File: config.mk
export PLATFORM = sky130hd
export DESIGN_NAME = dils_ctrl
export DESIGN_NICKNAME = d
export VERILOG_FILES = /design/src/rtl/core/dils_pkg.sv /design/src/rtl/core/dils_ctrl.sv
export SDC_FILE = /design/constraint.sdc
export NUM_CORES = 1
export LEC_CHECK = 0
export BUFFER_PORTS_ARGS = -buffer_cell sky130_fd_sc_hd__buf_2
export CAP_MARGIN = 30
export CELL_PAD_IN_SITES_DETAIL_PLACEMENT = 2
export CELL_PAD_IN_SITES_GLOBAL_PLACEMENT = 2
export CORE_MARGIN = 10
export CORE_UTILIZATION = 22
export CTS_CLUSTER_SIZE = 20
export DETAILED_ROUTE_END_ITERATION = 8
export GPL_TIMING_DRIVEN = 0
export PLACE_DENSITY = 0.84
export SYNTH_ARGS = -nofsm -noshare
export SYNTH_HDL_FRONTEND = slang
export SYNTH_SLANG_ARGS = --single-unit
File: constraint.sdc
create_clock -name clk -period 2 [get_ports clk]
set_input_delay 0.3 -clock clk [delete_from_list [all_inputs] [get_ports clk]]
set_output_delay 0.3 -clock clk [all_outputs]
set_load 0.02 [all_outputs]
File: src/rtl/core/dils_pkg.sv
// Package for the decay and inflow level stepper.
// Holds field widths, fixed-point constants, register indexes and the structs
// that pass between the controller and the datapath. No dependencies.
package dils_pkg;

  localparam int LVL_W        = 48;
  localparam int DEC_W        = 32;
  localparam int DEC_FRAC     = 31;
  localparam int CNT_W        = 17;
  localparam int TIME_W       = 32;
  localparam int TFB          = 16;
  localparam int CHUNK_STEPS  = 100;
  localparam int TBL_AW       = $clog2(CHUNK_STEPS + 1);
  localparam int HALF_W       = LVL_W / 2;
  localparam int PROD_W       = HALF_W + DEC_W;
  localparam int RND_W        = PROD_W + HALF_W + 1;
  localparam int CFG_IDX_W    = 2;
  localparam int CFG_DATA_W   = 48;

  localparam logic [DEC_W-1:0] ONE_Q31 = DEC_W'(64'h8000_0000);
  localparam logic [LVL_W-1:0] LVL_MAX = {LVL_W{1'b1}};
  localparam logic [CNT_W-1:0] CNT_MAX = {CNT_W{1'b1}};

  localparam logic [CFG_IDX_W-1:0] REG_INITIAL_LEVEL = 2'd0;
  localparam logic [CFG_IDX_W-1:0] REG_DECAY         = 2'd1;
  localparam logic [CFG_IDX_W-1:0] REG_INFLOW        = 2'd2;

  localparam logic MODE_ADD_TIME = 1'b0;

  localparam logic [1:0] SEL_POW = 2'd0;
  localparam logic [1:0] SEL_INF = 2'd1;
  localparam logic [1:0] SEL_LVL = 2'd2;

  typedef struct packed {
    logic                  we;
    logic [CFG_IDX_W-1:0]  idx;
    logic [CFG_DATA_W-1:0] data;
  } cfg_wr_t;

  typedef struct packed {
    logic              tbl_init;
    logic              tbl_wr;
    logic              rd_en;
    logic [TBL_AW-1:0] tbl_addr;
    logic              mul;
    logic              rnd;
    logic              add;
    logic [1:0]        sel;
    logic              time_add;
    logic              out_load;
  } dp_cmd_t;

  typedef struct packed {
    logic [CNT_W-1:0] step_count;
  } dp_stat_t;

endpackage

File: src/rtl/core/dils_ctrl.sv
// Controller of the decay and inflow level stepper: table rebuild sequence,
// chunked update sequence, item handshake and result valid. Uses dils_pkg.
module dils_ctrl (
  input  logic                clk,
  input  logic                rst_n,
  input  dils_pkg::cfg_wr_t   cfg,
  input  logic                in_valid,
  input  logic                in_mode,
  output logic                in_ready,
  output logic                out_valid,
  input  logic                out_ready,
  input  dils_pkg::dp_stat_t  stat,
  output dils_pkg::dp_cmd_t   cmd
);

  localparam logic [2:0] ST_IDLE   = 3'd0;
  localparam logic [2:0] ST_B_INIT = 3'd1;
  localparam logic [2:0] ST_B_WR   = 3'd2;
  localparam logic [2:0] ST_A_RD   = 3'd3;
  localparam logic [2:0] ST_MUL    = 3'd4;
  localparam logic [2:0] ST_RND    = 3'd5;
  localparam logic [2:0] ST_ADD    = 3'd6;
  localparam logic [2:0] ST_FIN    = 3'd7;

  localparam logic [dils_pkg::CNT_W-1:0]  CHUNK_CNT = dils_pkg::CNT_W'(dils_pkg::CHUNK_STEPS);
  localparam logic [dils_pkg::TBL_AW-1:0] CHUNK_IDX = dils_pkg::TBL_AW'(dils_pkg::CHUNK_STEPS);

  logic [2:0]                 state_r, state_nxt;
  logic [1:0]                 sel_r, sel_nxt;
  logic [dils_pkg::TBL_AW-1:0] k_r, k_nxt;
  logic [dils_pkg::CNT_W-1:0] n_r, n_nxt;
  logic                       out_valid_r, out_valid_nxt;

  always_comb begin
    cmd           = '0;
    cmd.sel       = sel_r;
    cmd.tbl_addr  = k_r;
    state_nxt     = state_r;
    sel_nxt       = sel_r;
    k_nxt         = k_r;
    n_nxt         = n_r;
    out_valid_nxt = out_valid_r && !out_ready;
    case (state_r)
      ST_IDLE: begin
        if (in_valid) begin
          if (in_mode == dils_pkg::MODE_ADD_TIME) begin
            cmd.time_add = 1'b1;
            state_nxt    = ST_FIN;
          end else begin
            n_nxt     = stat.step_count;
            state_nxt = ST_A_RD;
          end
        end
      end
      ST_B_INIT: begin
        cmd.tbl_init = 1'b1;
        k_nxt        = dils_pkg::TBL_AW'(1);
        sel_nxt      = dils_pkg::SEL_POW;
        state_nxt    = ST_MUL;
      end
      ST_MUL: begin
        cmd.mul   = 1'b1;
        state_nxt = ST_RND;
      end
      ST_RND: begin
        cmd.rnd   = 1'b1;
        state_nxt = ST_ADD;
      end
      ST_ADD: begin
        cmd.add = 1'b1;
        case (sel_r)
          dils_pkg::SEL_POW: begin
            sel_nxt   = dils_pkg::SEL_INF;
            state_nxt = ST_MUL;
          end
          dils_pkg::SEL_INF: begin
            state_nxt = ST_B_WR;
          end
          default: begin
            if (n_r > CHUNK_CNT) begin
              n_nxt     = n_r - CHUNK_CNT;
              state_nxt = (n_nxt > CHUNK_CNT) ? ST_MUL : ST_A_RD;
            end else begin
              state_nxt = ST_FIN;
            end
          end
        endcase
      end
      ST_B_WR: begin
        cmd.tbl_wr = 1'b1;
        if (k_r == CHUNK_IDX) begin
          state_nxt = ST_IDLE;
        end else begin
          k_nxt     = k_r + dils_pkg::TBL_AW'(1);
          sel_nxt   = dils_pkg::SEL_POW;
          state_nxt = ST_MUL;
        end
      end
      ST_A_RD: begin
        cmd.rd_en    = 1'b1;
        cmd.tbl_addr = (n_r > CHUNK_CNT) ? CHUNK_IDX : n_r[dils_pkg::TBL_AW-1:0];
        sel_nxt      = dils_pkg::SEL_LVL;
        state_nxt    = ST_MUL;
      end
      ST_FIN: begin
        if (!out_valid_r || out_ready) begin
          cmd.out_load  = 1'b1;
          out_valid_nxt = 1'b1;
          state_nxt     = ST_IDLE;
        end
      end
      default: state_nxt = ST_IDLE;
    endcase
    if (cfg.we && (cfg.idx == dils_pkg::REG_DECAY ||
                   cfg.idx == dils_pkg::REG_INFLOW)) begin
      state_nxt = ST_B_INIT;
    end
  end

  always_ff @(posedge clk) begin
    if (!rst_n) begin
      state_r     <= ST_B_INIT;
      sel_r       <= dils_pkg::SEL_POW;
      k_r         <= '0;
      n_r         <= '0;
      out_valid_r <= 1'b0;
    end else begin
      state_r     <= state_nxt;
      sel_r       <= sel_nxt;
      k_r         <= k_nxt;
      n_r         <= n_nxt;
      out_valid_r <= out_valid_nxt;
    end
  end

  assign in_ready  = (state_r == ST_IDLE);
  assign out_valid = out_valid_r;

endmodule

==> results of run 1 <==
[metrics by stage]
stage / TNS [ns] / utilization / power, uW / instance area (um2)
after floorplan: 0 / - / 919 / 2160
after detailed placement: -5.43 / 0.270 / 1070 / 2530
after CTS: -3.08 / 0.328 / 1700 / 3070
final: -7.24 / 0.355 / 1820 / 3320
after global routing: -8.42 / 0.355 / 1880 / 3320
after global placement: -4.36 / 0.270 / 1050 / 2530
[synthesized netlist by cell type, drive strengths merged (2+ instances only)]
library cell  number
a211oi             6
a21o               2
a21oi             31
a22oi              2
and2               2
buf                6
clkbuf            12
dfxtp             30
ha                 5
inv               12
mux2i              2
nand2             33
nand2b             3
nand3             14
nand3b             2
nand4              4
nor2              30
nor2b              5
nor3              11
nor4               3
nor4b              3
o211ai             2
o21ai             30
o311a              2
o311ai             2
o31a               2
o31ai              6
o32ai              2
o41ai              3
or2                3
or3                5
xnor2              4
xor2               4
[layer usage]
layer	part of all wire	vias to the layer above
met5	0	-
met4	0.039	0
met3	0.050	37
met2	0.51	118
met1	0.40	1399
li1	-	1254
[layout make-up]
type                       count  area share
inverter                      12      0.0151
tap                          129      0.0486
multi-input combinational    239       0.529
buffer                        17      0.0346
sequential                    30       0.190
clock buffer                   6      0.0248
timing repair buffer          74       0.158
[worst max-delay path, stage by stage (launching register included)]
cell and delay (ns):
dfxtp_4 0.35, or3_4 0.41, nor3_4 0.34, o311a_4 0.32, nand3_2 0.11, o21ai_2 0.11, buf_6 0.15
[final timing paths]
check             startpoint         end  depth (start not counted)
setup / recovery      n_r[7]      cmd[7]                          6
hold / removal       cfg[50]  state_r[0]                          3
setup reg to reg      n_r[7]  state_r[2]                          8
hold reg to reg       k_r[5]      k_r[5]                          2
[logic make-up (layout without fill, tap and decap cells)]
kind of cell,count (synthesis),count (layout),synth area share
buffers and inverters,30,109,0.0600
XOR/XNOR,8,8,0.0326
AND/OR/NAND/NOR,123,123,0.288
adder cells (fa/ha/maj),5,5,0.0291
flip-flops,30,30,0.280
AO/OA/AOI/OAI,101,101,0.301
multiplexers,2,2,0.00932
[cell usage in the layout (no fill, tap or decap), drive strengths merged, types with 3 or more instances in the layout]
master and instances:
nor2 30, o31ai 6, nor4 3, ha 5, buf 82, nand2b 3
nor4b 3, nand4 4, inv 12, or2 3, nand3 14, or3 5
nor3 11, dfxtp 30, xnor2 4, nor2b 5, nand2 33, a211oi 6
o21ai 30, a21oi 31, xor2 4, o41ai 3, clkbuf 15
[registers in the layout (all words and copies together) (netlist names)]
register and flops:
state_r 3, n_r 17, sel_r 2, out_valid 1, k_r 7
[report_power, final]
part | internal (uW) | leakage (uW) | switching, uW
combinational | 243 | 0.000983 | 373
clock | 266 | 0.0000431 | 279
sequential | 616 | 0.000250 | 46.8
total | 1130 | 0.00128 | 698
[timing repair]
action / 4_1_cts / 5_1_grt
cloned: 2 / 0
pin swaps: 16 / 17
gates resized for setup: 82 / 41
setup buffers: 18 / 15
hold buffers: 0 / 0
endpoints found under the hold margin: 0 / 0
setup endpoints to repair: 31 / 38
==> results.tsv, run 1 <==
metric	value	unit
synth_area_leaders	dfxtp_1 (28%), a21oi_1 (7.2%), o21ai_0 (6.1%)	
ff2ff_setup_slack	-0.33	ns
power-per-cell-area	548	nW/um2
use_met3	0.0252	
cts-htree-levels	2	
fp-row-count	35	
critPathRequiredTime	1.70	ns
hold_slack	0.264	ns
ys_seq_area_frac	0.280	
multiInputGateArea	1760	um2
worstSetupStartpointType	register	
status	finished, violations left	
grt_max_degree	11	
first_global_vias	3041	
synth_edf_count	0	
first_iter_violations	214	
vias	2808	
path_clk_slew	0.08	ns
fin_crit	2.40	ns
place_hpwl	6800	um
finalMaxSlewViolations	0	
instances_no_fill	507	
yosysUniqueCellTypes	57	
dp.cells	470	
critPathMaxFanout	5	
core-area	9370	um2
pre_cts_ws	-0.489	ns
syn-num-nets	377	
overflow	0	
hold_viol	0	
regArea	631	um2
finalSetupViolCount	29	
fin_skew	0.00774	ns
drcViolationCount	0	
die_w	119	um
clkSinkCount	30	
fmaxAchievable	417	MHz
cts-root-buf	clkbuf_8	
area.growth.synth_to_final	54.8	%
clk_path_buf_depth	2	
numPortBuffers	42	
synth_seq_cells	30	
wl_per_cell	25.4	um
cts_tree	built	
busiest_layer	met2	
leakage	0.00128	uW
synth_area_per_cell	7.18	um2
worst_slew_margin_rel	0.474	
final.setup.worst_slack	-0.397	ns
grt_pass1_wl	18000	um
grt_use_met1	0.183	
track_usage	0.161	
finalCritPeriodShare	1.20	
clkLatencyLatePin	0.31	ns
ant_nets	0	
netlist.area_leader.share	0.280	
max_slew.worst_pin.slew	0.790	ns
yosysWarnings	0	
violations	negative setup slack	
netlist_area	2150	um2
drtPass1Iterations	5	
gp_congestion	0.865	
wl	12900	um
cts-buffers-inserted	5	
yosys.area.top_type	dfxtp_1	
fp.dieH	119	um
layout.nets	457	
async_reset_ff_frac	0	
endpoint_kind	output pin	
gr-usage-met2	0.283	
ios	92	
netlist_instances	299	
n_fill_cell	1080	
n_antenna_cell	0	
path_class	register to output pin	
rsz0062_at_grt	yes	
antenna_found_initial	0	
die_area	14100	um2
via_per_inst	5.54	
initial_core_util	0.229	
min_path_type	primary input to register	
drive_above_1_share	0.415	
maxCapViolations	0	
cp.arrival	2.10	ns
worst_ir_drop_vdd	0.205	mV
ys.flop_type	dfxtp_1	
(Power assumes the default switching activity.)
==> run 2, diff against run 1 <==
--- a/config.mk
+++ b/config.mk
@@ -15,6 +15,7 @@
 export DETAILED_ROUTE_END_ITERATION = 8
 export GPL_TIMING_DRIVEN = 0
 export PLACE_DENSITY = 0.84
+export RECOVER_POWER = 100
 export SYNTH_ARGS = -nofsm -noshare
 export SYNTH_HDL_FRONTEND = slang
 export SYNTH_SLANG_ARGS = --single-unit
==> run 2 against run 1 <==
Net effect:
- the run still ends with negative setup slack left
- critical path depth stayed put
- flip-flop and latch count stayed put
- utilization is 0.21 points lower
- fmax is 0.69% higher
- final cell count stayed put
- non-clock buffer count stayed put
- clock-buffer cell count stayed put
- largest power group unchanged
- sequential power hardly changed
- global-route usage stayed put
- clock power is 0.9% lower
- highest routed layer unchanged
- combinational power is 0.6% lower
- largest cell class unchanged
- worst setup slack better by 0.016 ns
==> results.tsv, run 2 (synthesis gave the netlist of run 1 again) <==
metric	value	unit
status	finished, violations left	
violations	negative setup slack	
path_class	register to output pin	
maxCapViolations	0	
hold_depth	3	
finalSetupViolCount	31	
antenna_found_initial	0	
wl	12900	um
drcViolationCount	0	
hold_viol	0	
max_slew.worst_pin.slew	0.765	ns
initial_core_util	0.229	
top_regs	n_r: 17 flops, k_r: 7 flops, state_r: 3 flops	
endpoint_kind	output pin	
critical_path.slowest_cell	or3_4	
rsz0062_at_grt	yes	
numPortBuffers	42	
r2r_end	state_r[2]	
worst_ir_drop_vdd	0.205	mV
layout.nets	457	
finalCritPeriodShare	1.19	
first_iter_violations	192	
final_core_util	0.353	
largest_register_ffs	17	
hold_end	state_r[0]	
cts-buffers-inserted	5	
cts_tree	built	
ant_nets	0	
max_stage_delay	0.41	ns
power-per-cell-area	549	nW/um2
fmaxAchievable	420	MHz
first_global_vias	3041	
min_path_type	primary input to register	
clk_path_buf_depth	2	
power.total	1810	uW
area.growth.synth_to_final	53.9	%
gp_congestion	0.865	
crit_chain	or3_4, nor3_4, o311a_4, nand3_2, o21ai_2, buf_6	
cts-root-buf	clkbuf_8	
cts-htree-levels	2	
clkSinkCount	30	
ios	92	
finalMaxSlewViolations	0	
track_usage	0.161	
worstSetupStartpointType	register	
path_clk_slew	0.08	ns
place_hpwl	6800	um
grt_pass1_wl	18000	um
mostFrequentLayoutCell	buf_4	
core-area	9370	um2
critPathRequiredTime	1.70	ns
cts_hold_buf	0	
drive_above_1_share	0.392	
die_w	119	um
ff2ff_setup_slack	-0.34	ns
layout_common_cells	buf_4 (33), nand2_1 (30), nor2_1 (28), buf_2 (28), a21oi_1 (28)	
fp-row-count	35	
wl_per_cell	25.4	um
die_area	14100	um2
leakage	0.00125	uW
vias	2828	
regMostFlops	n_r	
via_per_inst	5.58	
fin_skew	0.00857	ns
overflow	0	
clkLatencyLatePin	0.31	ns
fp.dieH	119	um
worstHoldStart	cfg[50]	
fin_crit	2.38	ns
cp.arrival	2.08	ns
n_antenna_cell	0	
grt_max_degree	11	
rr_worst_depth	8	
path_buf_inv	1	
critPathMaxFanout	5	
drtPass1Iterations	4	
worst_slew_margin_rel	0.490	
r2r-start	n_r[7]	
tns	-7.59	ns
n_fill_cell	1082	
final.setup.worst_slack	-0.381	ns
cp_top_family	simple AND/OR/NAND/NOR gates	
==> run 2: repair_timing <==
action | CTS | global route
pin swaps | 16 | 17
setup buffers | 18 | 15
gates resized for setup | 82 | 41
setup endpoints to repair | 31 | 38
gates cloned | 2 | 0
==> run 2: worst max path at each step <==
| stage | start | endpoint | slack [ns] | cells past startpoint |
|---|---|---|---|---|
| after global routing | n_r[7] | cmd[7] | -0.42 | 6 |
| final | n_r[7] | cmd[7] | -0.38 | 6 |
| after CTS | n_r[11] | cmd[7] | -0.25 | 6 |
| after detailed placement | n_r[2] | state_r[2] | -0.49 | 8 |
| after floorplan | state_r[0] | cmd[13] | 0.01 | 6 |
| after global placement | n_r[2] | state_r[2] | -0.39 | 8 |
==> run 2: area by class of cell <==
| class | count | area (um2) | area share |
|---|---|---|---|
| timing repair buffer | 74 | 519 | 0.157 |
| multi-input combinational | 239 | 1750 | 0.528 |
| buffer | 17 | 115 | 0.0348 |
| sequential | 30 | 631 | 0.191 |
| inverter | 12 | 50.0 | 0.0151 |
| clock buffer | 6 | 82.6 | 0.0250 |
| tap | 129 | 161 | 0.0488 |
==> run 2: per-stage QoR <==
| stage | area, um2 | setup WS [ns] | hold WS [ns] | std cells |
|---|---|---|---|---|
| 2_1_floorplan | 2160 | 0.0105 | 0.428 | 299 |
| 5_1_grt | 3300 | -0.416 | 0.282 | 507 |
| 6_report | 3300 | -0.381 | 0.251 | 507 |
| 4_1_cts | 3070 | -0.251 | 0.261 | 495 |
| 3_3_place_gp | 2530 | -0.395 | 0.503 | 470 |
| 3_5_place_dp | 2530 | -0.489 | 0.521 | 470 |
==> run 2: where the power goes <==
part / total (uW) / switching [uW] / internal, uW / leakage [uW]
Combinational: 612 / 372 / 240 / 0.000954
Sequential: 662 / 46.2 / 616 / 0.000250
Clock: 540 / 274 / 266 / 0.0000431
Total: 1810 / 692 / 1120 / 0.00125
==> run 2: per-layer routing <==
layer | vias up | global-route usage | part of all wire
li1 | 1257 | - | -
met1 | 1420 | 0.183 | 0.40
met2 | 112 | 0.283 | 0.51
met3 | 39 | 0.0252 | 0.049
met4 | 0 | 0.0809 | 0.038
met5 | - | 0 | 0
==> run 2: worst min-delay path, delay by kind of cell <==
family | cells | cell delay, ns
compound gates | 1 | 0.08
buf+inv | 1 | 0.08
simple gates | 1 | 0.07
==> run 3, diff against run 2 <==
--- a/config.mk
+++ b/config.mk
@@ -10,12 +10,12 @@
 export CELL_PAD_IN_SITES_DETAIL_PLACEMENT = 2
 export CELL_PAD_IN_SITES_GLOBAL_PLACEMENT = 2
 export CORE_MARGIN = 10
-export CORE_UTILIZATION = 22
+export CORE_UTILIZATION = 25
 export CTS_CLUSTER_SIZE = 20
 export DETAILED_ROUTE_END_ITERATION = 8
 export GPL_TIMING_DRIVEN = 0
-export PLACE_DENSITY = 0.84
-export RECOVER_POWER = 100
+export PLACE_DENSITY = 0.89
+export SLEW_MARGIN = 20
 export SYNTH_ARGS = -nofsm -noshare
 export SYNTH_HDL_FRONTEND = slang
 export SYNTH_SLANG_ARGS = --single-unit
==> constraint.sdc (replaced) <==
create_clock -name clk -period 2.45 [get_ports clk]
set_input_delay 0.3675 -clock clk [delete_from_list [all_inputs] [get_ports clk]]
set_output_delay 0.3675 -clock clk [all_outputs]
set_load 0.02 [all_outputs]
==> run 3 against run 2 <==
Net effect:
- register-to-register slack gained 0.38 ns
- clock power shrank 6.3%
- power shrank 21%
- final cell count shrank 9.3%
- non-clock buffer count shrank 25
- the flow still finishes with violations (negative setup slack)
- clock skew shrank 0.0036 ns
- worst setup slack gained 0.37 ns
- cell area shrank 16%
- highest routed layer unchanged
- hold slack gained 0.080 ns
- global-route usage shrank 1.6 points
- flip-flop and latch count is the same
- critical endpoint unchanged
- die area shrank 10%
==> results.tsv, run 3 (synthesis gave the netlist of run 1 again) <==
metric	value	unit
regMostFlops	n_r	
drcViolationCount	0	
gp_congestion	0.826	
wl	10600	um
finalCritPeriodShare	1.01	
clkLatencyLatePin	0.29	ns
violations	negative setup slack	
finalSetupViolCount	1	
core-area	8300	um2
cts-root-buf	clkbuf_8	
first_iter_violations	135	
wl_per_cell	22.9	um
mostFrequentLayoutCell	buf_2	
layout.nets	432	
hold_depth	3	
fmaxAchievable	406	MHz
use_met3	0.0202	
fin_skew	0.00498	ns
comb_power_share	0.273	
gr-usage-met2	0.256	
busiest_layer	met2	
ff2ff_setup_slack	0.04	ns
r2r-start	n_r[2]	
path_class	register to output pin	
final_core_util	0.335	
clkPwrFrac	0.352	
ant_nets	0	
worst_ir_drop_vdd	0.153	mV
power-per-cell-area	517	nW/um2
grt_use_met1	0.172	
worstSetupStartpointType	register	
overflow	0	
cts-htree-levels	2	
clk_path_buf_depth	2	
largest_register_ffs	17	
fp.dieH	113	um
hold_slack	0.331	ns
vias	2648	
max_slew.worst_pin.slew	0.699	ns
die_w	113	um
antenna_found_initial	0	
finalMaxSlewViolations	0	
critPathRequiredTime	2.08	ns
swShare	0.351	
worstHoldStart	cfg[50]	
place_hpwl	6750	um
switchingPower	505	uW
grt_max_degree	11	
layout_common_cells	buf_2 (44), nand2_1 (32), a21oi_1 (31)	
critPathMaxFanout	10	
top_regs	n_r: 17 flops, k_r: 7 flops, state_r: 3 flops	
p_int	933	uW
drive_above_1_share	0.279	
maxCapViolations	0	
die_area	12700	um2
rr_worst_depth	8	
final.setup.worst_slack	-0.0145	ns
pre_cts_ws	-0.186	ns
track_usage	0.145	
n_antenna_cell	0	
status	finished, violations left	
crit_path_start	n_r[4]	
worst_slew_margin_rel	0.531	
first_global_vias	2872	
r2r_end	state_r[2]	
hold_viol	0	
hold_end	state_r[0]	
path_clk_slew	0.07	ns
clkSinkCount	30	
min_path_type	primary input to register	
drtPass1Iterations	4	
leakage	0.00109	uW
fin_crit	2.46	ns
cp.arrival	2.10	ns
numPortBuffers	42	
initial_core_util	0.259	
fp-row-count	33	
p_seq_frac	0.375	
cts-buffers-inserted	5	
area.growth.synth_to_final	29.7	%
cts_tree	built	
grt_pass1_wl	15200	um
via_per_inst	5.76	
endpoint_kind	output pin	
ios	92	
==> run 3: cell types whose count changed in the layout (fill, tap and decap cells not counted), moves of 4 or more <==
| cell | previous run | this run |
|---|---|---|
| buf_2 | 28 | 44 |
| buf_4 | 33 | 9 |
| buf_6 | 10 | 1 |
| clkbuf_1 | 13 | 8 |
| dfxtp_1 | 18 | 23 |
| dfxtp_4 | 6 | 1 |
| o21ai_0 | 18 | 25 |
| o21ai_2 | 4 | 0 |
==> run 3: area by class of cell <==
class                   instances  area, um2
well taps                     105        131
plain buffers                  17       88.8
fillers                       970       5520
multi-input cells             239       1530
inverters                      12       45.0
repair buffers                 49        265
flip-flops and latches         30        612
clock buffers                   8        110
==> run 3: layer usage <==
metal	share of wire	vias up
met4	0.027	0
li1	-	1206
met5	0	-
met3	0.028	25
met2	0.51	71
met1	0.43	1346
==> run 3: how the worst max path moves through the flow <==
stage,to,cells past startpoint,slack (ns)
CTS,cmd[7],6,0.0003
global route,cmd[7],6,-0.11
global placement,cmd[12],7,-0.12
floorplan,cmd[13],6,0.27
finish,cmd[7],6,-0.01
detailed placement,state_r[2],8,-0.19
==> run 3: metrics by stage <==
stage | instance area [um2] | TNS [ns] | cells | total power [uW]
2_1_floorplan | 2150 | 0 | 299 | 746
3_3_place_gp | 2490 | -0.324 | 446 | 851
3_5_place_dp | 2490 | -0.439 | 446 | 867
4_1_cts | 2670 | 0 | 455 | 1390
5_1_grt | 2780 | -0.563 | 460 | 1500
6_report | 2780 | -0.0145 | 460 | 1440
==> run 3: timing repair <==
action	in CTS	in global routing
endpoints found under the setup margin	10	21
hold buffers	0	0
gates resized for setup	19	20
pin swaps	1	4
setup buffers	1	6
==> run 3: critical path: stages, from the launching register on <==
cell and delay, ns:
dfxtp_1 0.30, buf_2 0.20, nor3_2 0.56, o311a_4 0.34
nand3_1 0.10, o21ai_1 0.12, buf_4 0.17
==> run 3: power groups by stage <==
stage,clock network [uW],registers (uW),logic (uW)
2_1_floorplan,0,533,213
3_3_place_gp,0,537,315
3_5_place_dp,0,539,328
4_1_cts,507,528,354
5_1_grt,537,542,424
6_report,506,539,393
